[src/hdl/lpc_pkg.sv]
// Shared types, register indexes, color modes and the class palette for the
// lidar point colorizer. No dependencies.
package lpc_pkg;

  localparam logic [1:0] MODE_REAL      = 2'd0;
  localparam logic [1:0] MODE_INTENSITY = 2'd1;
  localparam logic [1:0] MODE_CLASS     = 2'd2;
  localparam logic [1:0] MODE_HEIGHT    = 2'd3;

  localparam logic [2:0] REG_COLOR_MODE      = 3'd0;
  localparam logic [2:0] REG_INTENSITY_MIN   = 3'd1;
  localparam logic [2:0] REG_INTENSITY_RANGE = 3'd2;
  localparam logic [2:0] REG_HEIGHT_MIN      = 3'd3;
  localparam logic [2:0] REG_HEIGHT_RANGE    = 3'd4;

  localparam int QUOT_BITS = 8;

  typedef struct packed {
    logic [7:0] blue;
    logic [7:0] green;
    logic [7:0] red;
  } rgb_t;

  typedef struct packed {
    logic [1:0] mode;
    logic       upper;
    rgb_t       rgb;
  } meta_t;

  // LAS class palette, float entries scaled by 255 and rounded.
  function automatic rgb_t class_color(input logic [7:0] cls);
    rgb_t c;
    case (cls) inside
      8'd0, 8'd1: c = '{blue: 8'd255, green: 8'd255, red: 8'd255};
      8'd2:       c = '{blue: 8'd24,  green: 8'd84,  red: 8'd140};
      8'd3:       c = '{blue: 8'd123, green: 8'd234, red: 8'd178};
      8'd4:       c = '{blue: 8'd41,  green: 8'd209, red: 8'd91};
      8'd5:       c = '{blue: 8'd15,  green: 8'd138, red: 8'd52};
      8'd6:       c = '{blue: 8'd30,  green: 8'd202, red: 8'd210};
      8'd7:       c = '{blue: 8'd15,  green: 8'd21,  red: 8'd199};
      8'd8:       c = '{blue: 8'd232, green: 8'd33,  red: 8'd199};
      8'd9:       c = '{blue: 8'd232, green: 8'd95,  red: 8'd33};
      default:    c = '{blue: 8'd223, green: 8'd232, red: 8'd33};
    endcase
    return c;
  endfunction

endpackage

[src/hdl/lidar_point_colorizer_unit.sv]
// Top level of the lidar point colorizer: register file, ramp pipeline with
// a pipelined restoring divider, and output register. Depends on lpc_pkg.
//
//   Channel   Direction  Handshake               Content
//   s_*       in         tvalid/tready           one point word
//   m_*       out        tvalid/tready           one RGB word
//   APB       in/out     psel/penable/pready     five setup registers
//
// One word is accepted per cycle while the output side does not stall, and
// every accepted word gives exactly one result word. A word passes four
// front stages, the eight divider stages, which resolve one quotient bit
// each, and then the output register.
// Reset is synchronous and clears all valid bits and restores the register
// defaults. Each stage holds while the stage after it is full and stalled,
// so bubbles close up and input keeps flowing while a result waits.
module lidar_point_colorizer_unit (
  input  logic        clk,
  input  logic        rst,
  // Fields from bit 0: own_red[7:0], own_green[15:8], own_blue[23:16],
  // intensity[39:24], classification[47:40], height[79:48].
  input  logic [79:0] s_tdata,
  input  logic        s_tvalid,
  output logic        s_tready,
  // Fields from bit 0: out_red[7:0], out_green[15:8], out_blue[23:16].
  output logic [23:0] m_tdata,
  output logic        m_tvalid,
  input  logic        m_tready,
  input  logic        psel,
  input  logic        penable,
  input  logic        pwrite,
  input  logic [4:0]  paddr,
  input  logic [31:0] pwdata,
  output logic [31:0] prdata,
  output logic        pready
);
  import lpc_pkg::*;

  // Setup registers.
  logic [1:0]  color_mode;
  logic [15:0] intensity_min;
  logic [15:0] intensity_range;
  logic [31:0] height_min;
  logic [31:0] height_range;

  assign pready = 1'b1;

  always_ff @(posedge clk) begin
    if (rst) begin
      color_mode      <= MODE_INTENSITY;
      intensity_min   <= 16'd0;
      intensity_range <= 16'hFFFF;
      height_min      <= 32'd0;
      height_range    <= 32'h0001_0000;
    end else if (psel && penable && pwrite && pready) begin
      unique case (paddr[4:2])
        REG_COLOR_MODE:      color_mode      <= pwdata[1:0];
        REG_INTENSITY_MIN:   intensity_min   <= pwdata[15:0];
        REG_INTENSITY_RANGE: intensity_range <= pwdata[15:0];
        REG_HEIGHT_MIN:      height_min      <= pwdata;
        REG_HEIGHT_RANGE:    height_range    <= pwdata;
        default: ;
      endcase
    end
  end

  always_comb begin
    unique case (paddr[4:2])
      REG_COLOR_MODE:      prdata = {30'd0, color_mode};
      REG_INTENSITY_MIN:   prdata = {16'd0, intensity_min};
      REG_INTENSITY_RANGE: prdata = {16'd0, intensity_range};
      REG_HEIGHT_MIN:      prdata = height_min;
      REG_HEIGHT_RANGE:    prdata = height_range;
      default:             prdata = 32'd0;
    endcase
  end

  // Input word fields.
  rgb_t        own_rgb;
  logic [15:0] intensity;
  logic [7:0]  classification;
  logic [31:0] height;

  assign own_rgb        = '{blue: s_tdata[23:16], green: s_tdata[15:8], red: s_tdata[7:0]};
  assign intensity      = s_tdata[39:24];
  assign classification = s_tdata[47:40];
  assign height         = s_tdata[79:48];

  // Pipeline registers. Divider index 0 is loaded by the numerator stage;
  // divider stage d turns index d into index d+1.
  logic                v1, v2, v3, ov;
  meta_t               ctl1, ctl2, ctl3;
  logic signed [32:0]  diff1;
  logic [31:0]         den1, den2, den3;
  logic signed [34:0]  n2;
  logic [31:0]         u3;
  logic [QUOT_BITS:0]  dv;
  meta_t               dctl [QUOT_BITS+1];
  logic [40:0]         drem [QUOT_BITS+1];
  logic [7:0]          dq   [QUOT_BITS+1];
  logic [31:0]         dden [QUOT_BITS+1];
  rgb_t                out_rgb;

  // Stage advance chain: a stage may load when it is empty or the next one loads.
  logic               go1, go2, go3, go_out;
  logic [QUOT_BITS:0] go_d;

  always_comb begin
    go_out          = !ov || m_tready;
    go_d[QUOT_BITS] = !dv[QUOT_BITS] || go_out;
    for (int d = QUOT_BITS - 1; d >= 0; d--) begin
      go_d[d] = !dv[d] || go_d[d+1];
    end
    go3 = !v3 || go_d[0];
    go2 = !v2 || go3;
    go1 = !v1 || go2;
  end

  assign s_tready = go1;

  // Stage 1: offset from the ramp start and the ramp length, with a zero
  // length treated as one. Real and class colors are settled here.
  logic signed [32:0] diff_next;
  logic [31:0]        den_next;
  meta_t              ctl_next;

  always_comb begin
    if (color_mode == MODE_HEIGHT) begin
      diff_next = $signed({height[31], height}) - $signed({height_min[31], height_min});
      den_next  = (height_range == 32'd0) ? 32'd1 : height_range;
    end else begin
      diff_next = $signed({17'd0, intensity}) - $signed({17'd0, intensity_min});
      den_next  = {16'd0, (intensity_range == 16'd0) ? 16'd1 : intensity_range};
    end
    ctl_next.mode  = color_mode;
    ctl_next.upper = 1'b0;
    ctl_next.rgb   = (color_mode == MODE_REAL) ? own_rgb : class_color(classification);
  end

  // Stage 2: the height ramp works on twice the offset and picks its segment.
  logic signed [34:0] twice2, den2_s, over2;
  logic               upper_next;

  always_comb begin
    den2_s = $signed({3'd0, den1});
    if (ctl1.mode == MODE_HEIGHT) begin
      twice2 = $signed({diff1[32], diff1, 1'b0});
    end else begin
      twice2 = $signed({{2{diff1[32]}}, diff1});
    end
    over2      = twice2 - den2_s;
    upper_next = (ctl1.mode == MODE_HEIGHT) && !over2[34];
  end

  // Stage 3: clamp the ramp position to 0..length.
  logic [31:0] u_next;

  always_comb begin
    if (n2[34]) begin
      u_next = 32'd0;
    end else if (n2 > $signed({3'd0, den2})) begin
      u_next = den2;
    end else begin
      u_next = n2[31:0];
    end
  end

  // Numerator stage: 510*u + D, which divided by 2*D gives 255*u/D rounded.
  logic [40:0] num_next;
  assign num_next = {u3, 9'd0} - {8'd0, u3, 1'b0} + {9'd0, den3};

  // Divider steps: one quotient bit per stage, highest bit first.
  logic [40:0] trial [QUOT_BITS];
  logic [QUOT_BITS-1:0] take;

  always_comb begin
    for (int d = 0; d < QUOT_BITS; d++) begin
      trial[d] = {8'd0, dden[d], 1'b0} << (QUOT_BITS - 1 - d);
      take[d]  = drem[d] >= trial[d];
    end
  end

  // Output mapping from the ramp value.
  logic [7:0] ramp_c;
  rgb_t       map_rgb;

  assign ramp_c = dq[QUOT_BITS];

  always_comb begin
    map_rgb = dctl[QUOT_BITS].rgb;
    case (dctl[QUOT_BITS].mode)
      MODE_INTENSITY: map_rgb = '{blue: ramp_c, green: 8'd255 - ramp_c, red: 8'd0};
      MODE_HEIGHT: begin
        if (dctl[QUOT_BITS].upper) begin
          map_rgb = '{blue: 8'd0, green: 8'd255 - ramp_c, red: ramp_c};
        end else begin
          map_rgb = '{blue: 8'd255 - ramp_c, green: ramp_c, red: 8'd0};
        end
      end
      default: map_rgb = dctl[QUOT_BITS].rgb;
    endcase
  end

  // Valid bits.
  always_ff @(posedge clk) begin
    if (rst) begin
      v1 <= 1'b0;
      v2 <= 1'b0;
      v3 <= 1'b0;
      dv <= '0;
      ov <= 1'b0;
    end else begin
      if (go1) v1 <= s_tvalid;
      if (go2) v2 <= v1;
      if (go3) v3 <= v2;
      if (go_d[0]) dv[0] <= v3;
      for (int d = 0; d < QUOT_BITS; d++) begin
        if (go_d[d+1]) dv[d+1] <= dv[d];
      end
      if (go_out) ov <= dv[QUOT_BITS];
    end
  end

  // Payload registers.
  always_ff @(posedge clk) begin
    if (go1 && s_tvalid) begin
      diff1 <= diff_next;
      den1  <= den_next;
      ctl1  <= ctl_next;
    end
    if (go2 && v1) begin
      n2   <= upper_next ? over2 : twice2;
      den2 <= den1;
      ctl2 <= '{mode: ctl1.mode, upper: upper_next, rgb: ctl1.rgb};
    end
    if (go3 && v2) begin
      u3   <= u_next;
      den3 <= den2;
      ctl3 <= ctl2;
    end
    if (go_d[0] && v3) begin
      drem[0] <= num_next;
      dq[0]   <= 8'd0;
      dden[0] <= den3;
      dctl[0] <= ctl3;
    end
    for (int d = 0; d < QUOT_BITS; d++) begin
      if (go_d[d+1] && dv[d]) begin
        drem[d+1] <= take[d] ? drem[d] - trial[d] : drem[d];
        dq[d+1]   <= dq[d] | ({7'd0, take[d]} << (QUOT_BITS - 1 - d));
        dden[d+1] <= dden[d];
        dctl[d+1] <= dctl[d];
      end
    end
    if (go_out && dv[QUOT_BITS]) begin
      out_rgb <= map_rgb;
    end
  end

  assign m_tvalid = ov;
  assign m_tdata  = {out_rgb.blue, out_rgb.green, out_rgb.red};

endmodule

[config.mk]
export PLATFORM = sky130hd
export DESIGN_NAME = lidar_point_colorizer_unit
export DESIGN_NICKNAME = d
export VERILOG_FILES = /design/src/hdl/lpc_pkg.sv /design/src/hdl/lidar_point_colorizer_unit.sv
export SDC_FILE = /design/constraint.sdc
export NUM_CORES = 2
export LEC_CHECK = 0
export BUFFER_PORTS_ARGS = -buffer_cell sky130_fd_sc_hd__buf_2
export CAP_MARGIN = 20
export CELL_PAD_IN_SITES_DETAIL_PLACEMENT = 0
export CELL_PAD_IN_SITES_GLOBAL_PLACEMENT = 2
export CORE_UTILIZATION = 48
export CTS_BUF_LIST = sky130_fd_sc_hd__clkbuf_8
export CTS_CLUSTER_SIZE = 40
export DETAILED_ROUTE_END_ITERATION = 10
export HOLD_SLACK_MARGIN = 0.12
export PLACE_DENSITY_LB_ADDON = 0.1
export SYNTH_ARGS = -nofsm -noshare
export SYNTH_HDL_FRONTEND = slang
export SYNTH_SLANG_ARGS = --single-unit
[constraint.sdc]
create_clock -name clk -period 16.5 [get_ports clk]
set_clock_uncertainty 0.2 [all_clocks]
set_input_delay 2.475 -clock clk [delete_from_list [all_inputs] [get_ports clk]]
set_output_delay 2.475 -clock clk [all_outputs]
set_load 0.005 [all_outputs]
Word level (Yosys, flattened, before mapping)
Memory sizes are Yosys's and may differ from the RTL's. Index checks and enable logic that the tools add are counted.

Memories kept: 4. Output and inout bits: 59. Latch bits: 0. RAM bits: 972. Bits in read-only memories: 0. Register bits after elaboration: 411. Bits of input ports: 124.

Add/subtract/negate cells: 14. Mux-type cells: 46. Div/mod/pow operators: 0. Shift-type cells: 0. Reduce and logical (&&, ||, !) cells: 55. Bitwise logic cells: 9. Magnitude comparators: 9. Equal/unequal tests: 17. $mul: 0.

Memory list: drem (depth 9, bits a word 41, rd ports 8, clocked after Yosys merged registers in 0, wr ports 9, line lidar_point_colorizer_unit.sv:98) `logic [40:0] drem [QUOT_BITS+1];`; dden (depth 9, bits a word 32, rd ports 8, clocked after Yosys merged registers in 0, wr ports 9, line lidar_point_colorizer_unit.sv:100) `logic [31:0] dden [QUOT_BITS+1];`; dctl (depth 9, bits a word 27, rd ports 9, clocked after Yosys merged registers in 0, wr ports 9, line lidar_point_colorizer_unit.sv:97) `meta_t dctl [QUOT_BITS+1];`; dq (depth 9, bits a word 8, rd ports 9, clocked after Yosys merged registers in 0, wr ports 9, line lidar_point_colorizer_unit.sv:99) `logic [7:0] dq [QUOT_BITS+1];`.

Operators with widths (number): 41-bit two-way mux (8); 24-bit two-way mux (9); 32-bit case mux with 5 select lines (1); 41-bit by 33-bit subtractor with 41-bit output (2); 33-bit two-way mux (2); 16-bit two-way mux (3); 24-bit case mux with 2 select lines (1); 22-bit two-way mux (2); 41-bit by 32-bit adder with 41-bit output (1); 41-bit by 33-bit greater-or-equal comparator with 1-bit output (1); 41-bit by 34-bit greater-or-equal comparator with 1-bit output (1); 41-bit by 35-bit greater-or-equal comparator with 1-bit output (1); 41-bit by 36-bit greater-or-equal comparator with 1-bit output (1); 41-bit by 37-bit greater-or-equal comparator with 1-bit output (1); 41-bit by 38-bit greater-or-equal comparator with 1-bit output (1); 41-bit by 39-bit greater-or-equal comparator with 1-bit output (1); 41-bit by 40-bit greater-or-equal comparator with 1-bit output (1); 41-bit by 34-bit subtractor with 41-bit output (1); 41-bit by 35-bit subtractor with 41-bit output (1); 41-bit by 36-bit subtractor with 41-bit output (1); 41-bit by 37-bit subtractor with 41-bit output (1); 41-bit by 38-bit subtractor with 41-bit output (1); 41-bit by 39-bit subtractor with 41-bit output (1); 41-bit by 40-bit subtractor with 41-bit output (1); other kinds (36) (106).

Logic depth before layout (Yosys ltp)
Word-level depth: 15. Gate-level depth with buffers: 17. Depth with buffers taken out: 14.

Worst setup path before layout
OpenSTA, ideal clock, no wires.

Path type: input-to-reg. Start point: input m_tready. End point: memory dctl[0][162] in the netlist's numbering, enable pin. Cell stages on the path: 3. Arrival: 10.375 ns. Slack: 5.195 ns. Library setup time: 0.730 ns. Path through: nor2b_1 > and3_1 > a21boi_0.

RTL lines: start: declaration (line lidar_point_colorizer_unit.sv:27) `input logic m_tready,`; end: declaration (line lidar_point_colorizer_unit.sv:97).

Worst setup path in the final report
Start point: input m_tready. End point: output s_tready.

Word-level cells in the longest chain between the ends: 13.

RTL lines: 1-bit logical OR (line lidar_point_colorizer_unit.sv:108) `go_out = !ov || m_tready;`; 1-bit logical OR (line lidar_point_colorizer_unit.sv:109) `go_d[QUOT_BITS] = !dv[QUOT_BITS] || go_out;`; 1-bit logical OR (8 in series) (line lidar_point_colorizer_unit.sv:111) `go_d[d] = !dv[d] || go_d[d+1];`; 1-bit logical OR (line lidar_point_colorizer_unit.sv:113) `go3 = !v3 || go_d[0];`; 1-bit logical OR (line lidar_point_colorizer_unit.sv:114) `go2 = !v2 || go3;`; 1-bit logical OR (line lidar_point_colorizer_unit.sv:115) `go1 = !v1 || go2;`; end: declaration (line lidar_point_colorizer_unit.sv:23) `output logic s_tready,`.

Every way passes these cells.

==> metrics.txt <==
cells on worst reg2reg path=15; die area=140000 µm²; final cycle utilization of the critical path=47.1%; worst path cell trace=buf_2 > nor2b_1 > nand3_1 > nor2_1 > and2_1 > and3_1 > and3_1 > nand4_1 > buf_2; hold_ws=0.198 ns; Post-synth EDFFs=1155; Initial Util=48.7%; Top Usage Layer GRT=met2; DRC viols=0; Tot GR Track Use=20.7%; Max Cap Viol=0; clock-pin slew of the registers on the worst-case setup and hold paths=0.06 ns; critical path arrival=5.09 ns; status=finished, final reports clean; FF+latch count, synth=1266; fin worst setup slack=8.74 ns; synthesized area=66300 µm²; Setup TNS Final=0 ns; Fin. Hold Viols=0; PortBufs=179; Power Density=90.5 nW/µm²; met2 Usage GRT=37.4%; DRT antenna net count=0; Nets=6734; commonest non-fill, non-tap cell in the layout=edfxtp_1; total number of vias=42700; Worst VDD drop=0.0000650 V; Setup CP Type=input pin to output port; Leakage=29.1 nW; Sink Count=1266; Core ar.=136000 µm²; Layout area overhead=10.9%; num rows=135; wire per inst=17.7 µm; CTS Hold Bufs=0; Vias/cell=5.27; initial antenna violation count=4; synth warn=0; M3 GR Usage=3.02%; first-pass GRT wire length=230 mm; HPWL Detailed=109 mm; final WL=143 mm; Pre-Repair DR Iteration Count=5; Die Y-Extent=374 µm; Syn Area/Cell=11.3 µm²; initial DRC count=2090; Root Driver=clkbuf_8; CP max stage cell=and3_1; vias in the first global route=43800; Top Ports=183; worst hold path class=flip-flop to flip-flop; Final GP Congestion=0.914; most frequent cells in the layout=edfxtp_1 (1155), inv_1 (646), a21oi_1 (623), nor2_1 (473), ha_1 (430); WP depth=9; largest net degree at the start of global routing=94; post-synthesis sequential area ratio=55.7%; crit-path max FO=7; fraction of layout cells with a size suffix above 1=11.4%; cell count after synthesis=5876; # H-tree levels=4; total CTS buffers=211; clk buf depth=3; Tmin final=7.76 ns; CP max stage delay=0.52 ns; Syn Nets=6464; total grt overflow=0; Startpoint Class=input pin; Post-CTS Setup Bufs=0; Max Fclk=0.129 GHz; Hold Path Stages=0; max-slew violations=0; Data required, critical path=13.82 ns; Die W=374 µm; cell family with most CP delay=simple AND/OR/NAND/NOR gates; Slew headroom=25.7%; CTS tree=built; Synth cell types=90; clock latency at the later pin of the worst-skew pair=0.94 ns; M1 GR Usage=24.1%; RSZ-0062 raised after global routing=false; Bufs and invs on worst path=2; final number of setup-violating endpoints=0; DP Worst Slack=8.73 ns; CTS resizes=0; Top FF cell, synth=edfxtp_1; slew of the pin with the lowest slew margin=1.11 ns; FFs w/ async S/R, synth=0%; CP endpoint kind=output port
==> metrics by stage <==
step / instances / cell area, µm² / total power, mW / util [%]
CTS: 8102 / 73400 / 6.75 / 53.9
floorplan: 5876 / 66300 / 3.92 / -
global route: 8107 / 73500 / 6.94 / 54.0
finish: 8107 / 73500 / 6.65 / 54.0
global placement: 7711 / 69300 / 4.03 / 50.9
detailed placement: 7711 / 69300 / 4.03 / 50.9
==> registers in the layout, summed over array words and instances, names as in the netlist, 9 cells and up <==
name             cells
u3                  32
dden               248
height_range        32
dv                   9
ctl2                27
dq                  36
dctl               243
height_min          32
intensity_range     16
diff1               33
ctl3                27
m_tdata             24
ctl1                26
intensity_min       16
drem               328
den1                32
den2                32
n2                  35
den3                32
==> synth_stat cells, drive strengths merged (11+ instances only) <==
cell type | instances | area, µm²
o21a | 69 | 518
inv | 583 | 2190
o31ai | 30 | 225
and2 | 40 | 250
nand2 | 418 | 1570
xnor2 | 193 | 1690
a211oi | 25 | 193
a21o | 181 | 1360
a31oi | 45 | 297
mux2 | 145 | 1630
fa | 34 | 681
edfxtp | 1155 | 34700
a22oi | 14 | 105
or2 | 14 | 87.6
o21bai | 33 | 248
xor2 | 120 | 1050
nor2 | 475 | 1780
dfxtp | 111 | 2220
clkbuf | 146 | 548
a2111oi | 11 | 103
nand3b | 22 | 165
or3 | 29 | 181
o41ai | 11 | 104
nor2b | 63 | 402
a21oi | 623 | 3120
o31a | 16 | 140
o211ai | 28 | 210
buf | 29 | 149
and3 | 41 | 257
nand4 | 53 | 332
o21ai | 243 | 1220
nor4 | 34 | 213
nor3 | 61 | 305
nand3 | 86 | 430
a21boi | 22 | 165
mux2i | 11 | 110
ha | 430 | 5380
a22o | 38 | 333
nand2b | 55 | 344
==> metal layers <==
| layer | wire [µm] | part of all wire, % | vias to the layer above |
|---|---|---|---|
| li1 | - | - | 21900 |
| met1 | 60400 | 42 | 19800 |
| met2 | 72600 | 51 | 740 |
| met3 | 4590 | 3.2 | 284 |
| met4 | 5570 | 3.9 | 0 |
| met5 | 0 | 0 | - |
==> worst reg2reg max path, stage by stage (launching register included) <==
cell and delay, ns:
edfxtp_1 0.39, nand2_1 0.08, buf_4 0.40, nand2_1 0.20
ha_1 0.23, fa_1 0.41, nor2b_1 0.17, o31ai_1 0.13
a21oi_1 0.25, a31oi_1 0.27, o21ai_1 0.50, a311oi_2 0.27
o21a_1 0.30, o41ai_2 0.35, buf_4 0.48, mux2_2 0.44
==> cell type report <==
class / count / area [µm²]
tap: 1781 / 2230
timing repair buffer: 232 / 1330
sequential: 1266 / 36900
antenna: 2 / 5.00
clock inverter: 174 / 1140
multi-input combinational: 3852 / 26700
clock buffer: 217 / 2990
fill: 11900 / 62700
inverter: 583 / 2190
==> path summary, 6_finish.rpt <==
kind	start	endpoint	slack [ns]
worst min-delay path	dq[0][53]	dq[0][61]	0.20
worst max-delay path	m_tready	s_tready	8.74
worst max register to register	ctl1[25]	n2[4]	11.17
worst min register to register	dq[0][53]	dq[0][61]	0.20
==> power breakdown <==
group	internal [mW]	switching (mW)	total (mW)
clock network	1.41	1.27	2.68
logic	0.177	0.241	0.417
registers	3.52	0.0220	3.55
total	5.11	1.54	6.65
==> kinds of logic (layout without fill, tap and decap cells) <==
kind of cell / Yosys count / in the layout / synth area share (%)
fa+ha+maj: 465 / 465 / 9.16
mux: 156 / 156 / 2.63
buf+inv: 758 / 1206 / 4.35
simple gates: 1435 / 1435 / 10.1
compound gates: 1482 / 1482 / 13.9
xor+xnor: 313 / 313 / 4.14
flops: 1266 / 1266 / 55.7
other cells: 1 / 3 / 0.00566
No activity file was read; power rests on OpenSTA's default activity.
